==> src/lkvc_pkg.sv <==
package lkvc_pkg;

  // Number of cells in the chain
  localparam int unsigned ENTRIES = 16;

  // Field widths
  localparam int unsigned KEY_W = 32;
  localparam int unsigned VAL_W = 32;
  localparam int unsigned CAP_W = 5;

  // Derived widths
  localparam int unsigned IDX_W = (ENTRIES > 1) ? $clog2(ENTRIES) : 1;
  localparam int unsigned CNT_W = $clog2(ENTRIES + 1);
  localparam int unsigned CMP_W = (CNT_W > CAP_W) ? CNT_W : CAP_W;

  // Capacity register after reset
  localparam logic [CAP_W-1:0] CAP_RESET = CAP_W'(16);

  // Operation codes
  localparam logic OP_GET = 1'b0;
  localparam logic OP_SET = 1'b1;

  // One stored entry as it moves along the chain
  typedef struct packed {
    logic             valid;
    logic [KEY_W-1:0] key;
    logic [VAL_W-1:0] value;
  } entry_t;

  // Per-cell load controls
  typedef struct packed {
    logic take_new;
    logic take_prev;
  } cell_ctrl_t;

endpackage

==> src/lkvc_cell.sv <==
module lkvc_cell (
  input  logic                       clk_i,
  input  logic                       rst_ni,
  input  lkvc_pkg::cell_ctrl_t       ctrl_i,
  input  lkvc_pkg::entry_t           prev_i,
  input  lkvc_pkg::entry_t           new_i,
  input  logic [lkvc_pkg::KEY_W-1:0] lookup_key_i,
  output lkvc_pkg::entry_t           entry_o,
  output logic                       match_o
);

  logic                       valid_q, valid_d;
  logic [lkvc_pkg::KEY_W-1:0] key_q, key_d;
  logic [lkvc_pkg::VAL_W-1:0] value_q, value_d;

  // Pick the next entry: fresh entry, neighbor's entry, or hold
  always_comb begin
    priority if (ctrl_i.take_new) begin
      valid_d = new_i.valid;
      key_d   = new_i.key;
      value_d = new_i.value;
    end else if (ctrl_i.take_prev) begin
      valid_d = prev_i.valid;
      key_d   = prev_i.key;
      value_d = prev_i.value;
    end else begin
      valid_d = valid_q;
      key_d   = key_q;
      value_d = value_q;
    end
  end

  // Hold the valid mark
  always_ff @(posedge clk_i or negedge rst_ni) begin
    if (!rst_ni) begin
      valid_q <= 1'b0;
    end else begin
      valid_q <= valid_d;
    end
  end

  // Hold key and value
  always_ff @(posedge clk_i) begin
    key_q   <= key_d;
    value_q <= value_d;
  end

  // Compare the looked-up key against this entry
  assign match_o = valid_q && (key_q == lookup_key_i);

  assign entry_o.valid = valid_q;
  assign entry_o.key   = key_q;
  assign entry_o.value = value_q;

endmodule

==> src/lru_key_value_cache.sv <==
// Fully associative key-value cache with least-recently-used replacement,
// built as a chain of ENTRIES cells ordered by recency: cell 0 holds the most
// recent entry, and valid entries fill the chain from cell 0 up. Every item
// (tuser = operation, 0 get / 1 set) compares its key against all cells in
// parallel; a hit moves the found entry to cell 0 while the cells in front
// of it step one place down, and a set that misses inserts at cell 0 and
// pushes the chain down to the first free cell or, once capacity_in_use
// entries are held, over the least recent one. One item is taken every clock
// cycle; the result waits in an output register, and the input stalls only
// while that register is full and not taken. The key compare plus the
// first-match search across the cells sets the cycle. capacity_in_use is 0
// treated as 1 and above ENTRIES as ENTRIES; lowering it drops nothing at
// once. Valid marks clear at reset, so no clearing pass is needed.
module lru_key_value_cache (
  input  logic                          clk_i,
  input  logic                          rst_ni,
  // Configuration: capacity_in_use
  input  logic                          cfg_we_i,
  input  logic [lkvc_pkg::CAP_W-1:0]    cfg_wdata_i,
  // Input items
  input  logic                          s_axis_tvalid,
  output logic                          s_axis_tready,
  input  logic [63:0]                   s_axis_tdata,  // [31:0] key, [63:32] write_value
  input  logic                          s_axis_tuser,  // [0] operation
  // Result items
  output logic                          m_axis_tvalid,
  input  logic                          m_axis_tready,
  output logic [31:0]                   m_axis_tdata,  // [31:0] read_value
  output logic                          m_axis_tuser   // [0] hit
);

  localparam int unsigned N = lkvc_pkg::ENTRIES;

  logic                          in_acc;
  logic                          op;
  logic [lkvc_pkg::KEY_W-1:0]    key;
  logic [lkvc_pkg::VAL_W-1:0]    wval;

  logic [lkvc_pkg::CAP_W-1:0]    cap_q;
  logic [lkvc_pkg::CNT_W-1:0]    occ_q, occ_d;
  logic                          out_valid_q;
  logic                          out_hit_q;
  logic [lkvc_pkg::VAL_W-1:0]    out_value_q;

  lkvc_pkg::entry_t              cell_entry [N];
  lkvc_pkg::cell_ctrl_t          cell_ctrl  [N];
  lkvc_pkg::entry_t              new_entry;
  logic [N-1:0]                  match;
  logic [N-1:0]                  prefix;
  logic [N-1:0]                  first;
  logic [N-1:0]                  valid_vec;
  logic                          hit;
  logic [lkvc_pkg::VAL_W-1:0]    found_value;

  logic [lkvc_pkg::CMP_W-1:0]    eff_cap;
  logic [lkvc_pkg::CMP_W-1:0]    occ_ext;
  logic                          full;
  logic [lkvc_pkg::CNT_W-1:0]    target_cnt;
  logic [lkvc_pkg::IDX_W-1:0]    target;
  logic                          insert;

  assign op   = s_axis_tuser;
  assign key  = s_axis_tdata[31:0];
  assign wval = s_axis_tdata[63:32];

  assign s_axis_tready = !out_valid_q || m_axis_tready;
  assign in_acc        = s_axis_tvalid && s_axis_tready;

  // Chain of cells
  for (genvar i = 0; i < N; i++) begin : g_cell
    lkvc_pkg::entry_t prev;
    if (i == 0) begin : g_head
      assign prev = new_entry;
    end else begin : g_body
      assign prev = cell_entry[i-1];
    end
    lkvc_cell u_cell (
      .clk_i        (clk_i),
      .rst_ni       (rst_ni),
      .ctrl_i       (cell_ctrl[i]),
      .prev_i       (prev),
      .new_i        (new_entry),
      .lookup_key_i (key),
      .entry_o      (cell_entry[i]),
      .match_o      (match[i])
    );
    assign valid_vec[i] = cell_entry[i].valid;
  end

  // Find the first matching cell and its value
  always_comb begin
    prefix[0]   = 1'b0;
    for (int i = 1; i < N; i++) begin
      prefix[i] = prefix[i-1] | match[i-1];
    end
    first       = match & ~prefix;
    found_value = '0;
    for (int i = 0; i < N; i++) begin
      found_value = found_value | ({lkvc_pkg::VAL_W{first[i]}} & cell_entry[i].value);
    end
  end

  assign hit = |match;

  // Choose the insert position from occupancy and capacity
  always_comb begin
    occ_ext = lkvc_pkg::CMP_W'(occ_q);
    if (cap_q == '0) begin
      eff_cap = lkvc_pkg::CMP_W'(1);
    end else if (lkvc_pkg::CMP_W'(cap_q) > lkvc_pkg::CMP_W'(N)) begin
      eff_cap = lkvc_pkg::CMP_W'(N);
    end else begin
      eff_cap = lkvc_pkg::CMP_W'(cap_q);
    end
    full       = (occ_ext >= eff_cap) && (occ_q != '0);
    target_cnt = full ? (occ_q - lkvc_pkg::CNT_W'(1)) : occ_q;
    if (target_cnt >= lkvc_pkg::CNT_W'(N - 1)) begin
      target = lkvc_pkg::IDX_W'(N - 1);
    end else begin
      target = target_cnt[lkvc_pkg::IDX_W-1:0];
    end
  end

  assign insert = in_acc && !hit && (op == lkvc_pkg::OP_SET);

  // Entry that lands in cell 0
  assign new_entry.valid = 1'b1;
  assign new_entry.key   = key;
  assign new_entry.value = (op == lkvc_pkg::OP_SET) ? wval : found_value;

  // Drive cell loads: shift the cells in front of the hit or insert point
  always_comb begin
    for (int i = 0; i < N; i++) begin
      cell_ctrl[i].take_new  = 1'b0;
      cell_ctrl[i].take_prev = 1'b0;
      if (i == 0) begin
        cell_ctrl[i].take_new = in_acc && (hit || (op == lkvc_pkg::OP_SET));
      end else begin
        cell_ctrl[i].take_prev = (in_acc && hit && !prefix[i])
                              || (insert && (lkvc_pkg::IDX_W'(i) <= target));
      end
    end
  end

  // Advance occupancy on an insert that takes a free cell
  assign occ_d = (insert && !full) ? (occ_q + lkvc_pkg::CNT_W'(1)) : occ_q;

  // Hold configuration, occupancy and the output register's valid
  always_ff @(posedge clk_i or negedge rst_ni) begin
    if (!rst_ni) begin
      cap_q       <= lkvc_pkg::CAP_RESET;
      occ_q       <= '0;
      out_valid_q <= 1'b0;
    end else begin
      if (cfg_we_i) begin
        cap_q <= cfg_wdata_i;
      end
      occ_q <= occ_d;
      if (in_acc) begin
        out_valid_q <= 1'b1;
      end else if (m_axis_tready) begin
        out_valid_q <= 1'b0;
      end
    end
  end

  // Capture the result
  always_ff @(posedge clk_i) begin
    if (in_acc) begin
      out_hit_q   <= hit;
      out_value_q <= (hit && (op == lkvc_pkg::OP_GET)) ? found_value : '0;
    end
  end

  assign m_axis_tvalid = out_valid_q;
  assign m_axis_tuser  = out_hit_q;
  assign m_axis_tdata  = out_value_q;

`ifndef SYNTH
  a_occ_range: assert property (@(posedge clk_i) disable iff (!rst_ni)
    occ_q <= lkvc_pkg::CNT_W'(N))
    else $error("occupancy beyond entry count");

  a_valid_count: assert property (@(posedge clk_i) disable iff (!rst_ni)
    $countones(valid_vec) == int'(occ_q))
    else $error("valid cells disagree with occupancy");

  a_valid_packed: assert property (@(posedge clk_i) disable iff (!rst_ni)
    (valid_vec & (valid_vec + N'(1))) == '0)
    else $error("valid cells not packed from the head");

  a_key_unique: assert property (@(posedge clk_i) disable iff (!rst_ni)
    $onehot0(match))
    else $error("key held in more than one cell");

  a_head_after_set: assert property (@(posedge clk_i) disable iff (!rst_ni)
    (in_acc && (op == lkvc_pkg::OP_SET)) |=> (valid_vec[0] && (cell_entry[0].key == $past(key))))
    else $error("set item not placed at the head");
`endif

endmodule
==> config.mk <==
export PLATFORM = sky130hd
export DESIGN_NAME = lru_key_value_cache
export DESIGN_NICKNAME = d
export VERILOG_FILES = /design/src/lkvc_pkg.sv /design/src/lkvc_cell.sv /design/src/lru_key_value_cache.sv
export SDC_FILE = /design/constraint.sdc
export NUM_CORES = 2
export LEC_CHECK = 0
export BUFFER_PORTS_ARGS = -buffer_cell sky130_fd_sc_hd__buf_2
export CAP_MARGIN = 0
export CELL_PAD_IN_SITES_DETAIL_PLACEMENT = 0
export CELL_PAD_IN_SITES_GLOBAL_PLACEMENT = 1
export CORE_MARGIN = 5
export CORE_UTILIZATION = 35
export DETAILED_ROUTE_END_ITERATION = 10
export PLACE_DENSITY_LB_ADDON = 0.3
export SLEW_MARGIN = 5
export SYNTH_ARGS = -nofsm -noshare
export SYNTH_HDL_FRONTEND = slang
export SYNTH_SLANG_ARGS = --single-unit
==> constraint.sdc <==
create_clock -name clk_i -period 8.9 [get_ports clk_i]
set_input_delay 0.89 -clock clk_i [delete_from_list [all_inputs] [get_ports clk_i]]
set_output_delay 0.89 -clock clk_i [all_outputs]
set_load 0.02 [all_outputs]
==> impl_metrics.py <==
metrics = {
    "cts": {
        "cts_tree": "yes",
        "cts_resized": 0,
        "clock_latency_ns": 0.72,
        "cts_buffers": 115,
        "cts_max_level": 3,
        "clock-root-buffer": "clkbuf_16",
        "cts_hold_buffers": 0,
        "cts.sinks": 1084,
        "clk_pin_slew_ns": 0.06,
        "max-clock-path-buffers": 3,
        "cts_setup_buffers": 0,
    },
    "global_route": {
        "grt_pass1_wl_um": 198000,
        "grt_overflow": 0,
        "grt_max_degree": 67,
        "grt_usage_pct": 19.8,
        "antenna_found_initial": 2,
        "grt_pass1_vias": 27100,
    },
    "sta": {
        "finalCritPeriodShare_pct": 63.2,
        "worst_slew_margin_rel_pct": 21.9,
        "final.setup.tns_ns": 0,
        "whs_ns": 0.313,
        "final.setup.worst_slack_ns": 3.28,
        "max_clock_freq_ghz": 0.178,
        "rsz0062_at_grt": "false",
        "post-route-min-period_ns": 5.62,
        "slew_viol_final": 0,
        "hold_viol": 0,
        "worst_pin_slew_ns": 1.17,
        "setup_violations": 0,
        "fin_skew_ns": 0.0317,
    },
    "logic_synthesis": {
        "yosysUniqueCellTypes": 83,
        "yosys.area.top_type_share_pct": 69.6,
        "syn_area_um2": 45600,
        "ys_ff_latch": 1084,
        "synth_edf_count": 1057,
        "seq_area_frac_synth_pct": 71.1,
        "synth_top_area_cell": "edfxtp_1",
        "yosys_warnings": 0,
        "synthCells": 2927,
        "synth_flop_cell": "edfxtp_1",
        "synthArstFlopShare_pct": 2.49,
        "synth_area_leaders": "edfxtp_1, xor2_1, xnor2_1, nor4_1, nand4_1",
        "syn_avg_cell_area_um2": 15.6,
        "synth_fp_nets": 3009,
    },
    "worst_setup_path": {
        "cp.required_ns": 9.25,
        "critPathTopFamily": "simple AND/OR/NAND/NOR gates",
        "r2r-end": "g_cell[5].u_cell.key_q[3]",
        "cp-start-kind": "primary input",
        "r2r-start": "g_cell[14].u_cell.key_q[26]",
        "path_class": "primary input to flip-flop",
        "ff2ff_setup_slack_ns": 3.59,
        "crit_path_end_kind": "flip-flop",
        "crit_path_top_delay_cell": "o21ai_4",
        "worst-endpoint-arrival_ns": 5.98,
        "rr_worst_depth": 10,
        "cp_cell_sequence": "buf_2 > xor2_1 > nor4_1 > nand4_1 > nor3_1 > nand4_1 > buf_4 > nor3b_2 > nand4_2 > o21ai_4 > buf_4",
        "slowest_delay_ns": 0.96,
        "path_buf_inv": 3,
        "crit_path_max_fanout": 35,
    },
    "die": {
        "fp.coreArea_um2": 129000,
        "pin_count": 110,
        "die_area_um2": 138000,
        "rows": 132,
        "start_util_pct": 35.2,
        "die_w_um": 371,
        "die_height_um": 371,
    },
    "detailed_routing": {
        "routedWlPerCell_um": 28.5,
        "wl_met2_um": 67700,
        "vias_per_cell": 5.45,
        "dr.pass1.iters": 5,
        "met1Wirelength_um": 57300,
        "ant_nets": 0,
        "wl_met3_um": 9140,
        "post-route-drc-count": 0,
        "maxUsedRoutingLayer": "met4",
        "first_iter_violations": 2628,
        "routed_wl_um": 139000,
        "via_count": 26600,
    },
    "place": {
        "io_buffer_count": 109,
        "place_congestion": 0.925,
        "placed_area_um2": 48200,
        "dp_hpwl_um": 92900,
        "dp_worst_setup_slack_ns": 2.66,
        "placed_cells": 4669,
    },
    "min_path": {
        "hp-class": "primary input to async pin",
    },
    "finish": {
        "final_layout_size_suffix_gt1_share_pct": 13.2,
        "post-route-util_pct": 40.2,
        "stdcell_area_um2": 52000,
        "instances_no_fill": 4885,
        "nets": 3126,
        "antennaDiodeCount": 0,
        "synthToLayoutAreaGrowth_pct": 14.1,
    },
    "power": {
        "powerDensity_nw_per_um2": 254,
        "power_leakage_nw": 17.1,
        "ir_drop_uv": 166,
        "power_mw": 13.2,
    },
    "status": {
        "run_status": "finished, final reports clean",
    },
    "flow_run": {
        "drv_cap": 0,
    },
}
power by group:
group	internal (mW)	leakage (nW)	switching [mW]
combinational	0.401	5.28	1.10
sequential	6.45	10.0	0.401
clock	2.78	1.83	2.05
layout by cell type, fill, tap and decap left out, types with 35 or more instances in the layout:
master,count
a21oi_1,100
and3_1,70
buf_2,109
buf_4,53
clkbuf_1,36
clkbuf_16,116
edfxtp_1,1057
inv_1,50
mux2_2,35
nand2_1,78
nand4_1,106
nor2_1,55
nor4_1,137
xnor2_1,177
xor2_1,343
sequential cells by signal (all words and copies together), names as in the netlist:
| signal | flops |
|---|---|
| g_cell.u_cell.key_q | 512 |
| g_cell.u_cell.value_q | 512 |
| m_axis_tdata | 32 |
| g_cell.u_cell.valid_q | 16 |
| cap_q | 5 |
| occ_ext | 5 |
| m_axis_tuser | 1 |
| m_axis_tvalid | 1 |
layout make-up:
class / instances / area (µm²)
Timing Repair Buffer: 165 / 1000
Multi-Input combinational cell: 1625 / 12400
Sequential cell: 1084 / 32400
Fill cell: 12000 / 77500
Tap cell: 1742 / 2180
Inverter: 53 / 199
Clock inverter: 53 / 557
Clock buffer: 163 / 3190
how the worst max path moves through the flow:
stage / slack, ns / cells past startpoint / start / to
after floorplan: 0.64 / 12 / s_axis_tdata[16] / g_cell[7].u_cell.valid_q
after global placement: 2.58 / 11 / s_axis_tdata[26] / g_cell[5].u_cell.key_q[26]
after detailed placement: 2.66 / 11 / s_axis_tdata[26] / g_cell[5].u_cell.key_q[30]
after CTS: 3.42 / 11 / s_axis_tdata[26] / g_cell[5].u_cell.key_q[2]
after global routing: 3.25 / 11 / s_axis_tdata[26] / g_cell[5].u_cell.key_q[30]
final: 3.28 / 11 / s_axis_tdata[26] / g_cell[5].u_cell.key_q[3]
synthesized netlist by cell type (21+ instances only):
| master | instances |
|---|---|
| edfxtp_1 | 1057 |
| xor2_1 | 343 |
| xnor2_1 | 177 |
| nor4_1 | 139 |
| nand4_1 | 106 |
| a21oi_1 | 100 |
| clkbuf_1 | 88 |
| nand2_1 | 78 |
| and3_1 | 72 |
| nor2_1 | 59 |
| inv_1 | 52 |
| buf_2 | 47 |
| mux2_2 | 36 |
| a31oi_1 | 34 |
| mux2i_1 | 34 |
| nand3_1 | 34 |
| nor3_1 | 34 |
| a221oi_1 | 32 |
| a222oi_1 | 32 |
| a22oi_1 | 32 |
| a32oi_1 | 32 |
| o211a_1 | 31 |
| o221ai_1 | 31 |
| buf_4 | 26 |
| dfrtp_1 | 26 |
| nand4b_1 | 21 |
per-layer routing:
layer  GRT usage, %  vias to the layer above
met2           33.6                     1125
met4           7.16                        0
met1           25.9                    13500
li1               -                    11700
met5              0                        -
met3           3.18                      236
cell families (layout without fill, tap and decap cells):
| logic type | Yosys count | after routing | share of synthesized area [%] |
|---|---|---|---|
| compound gates | 375 | 375 | 6.20 |
| simple gates | 637 | 637 | 8.28 |
| xor+xnor | 520 | 520 | 9.99 |
| flops | 1084 | 1084 | 71.1 |
| mux | 86 | 86 | 2.03 |
| fa+ha+maj | 7 | 7 | 0.192 |
| buf+inv | 218 | 434 | 2.17 |
No activity file was read; power rests on OpenSTA's default activity.
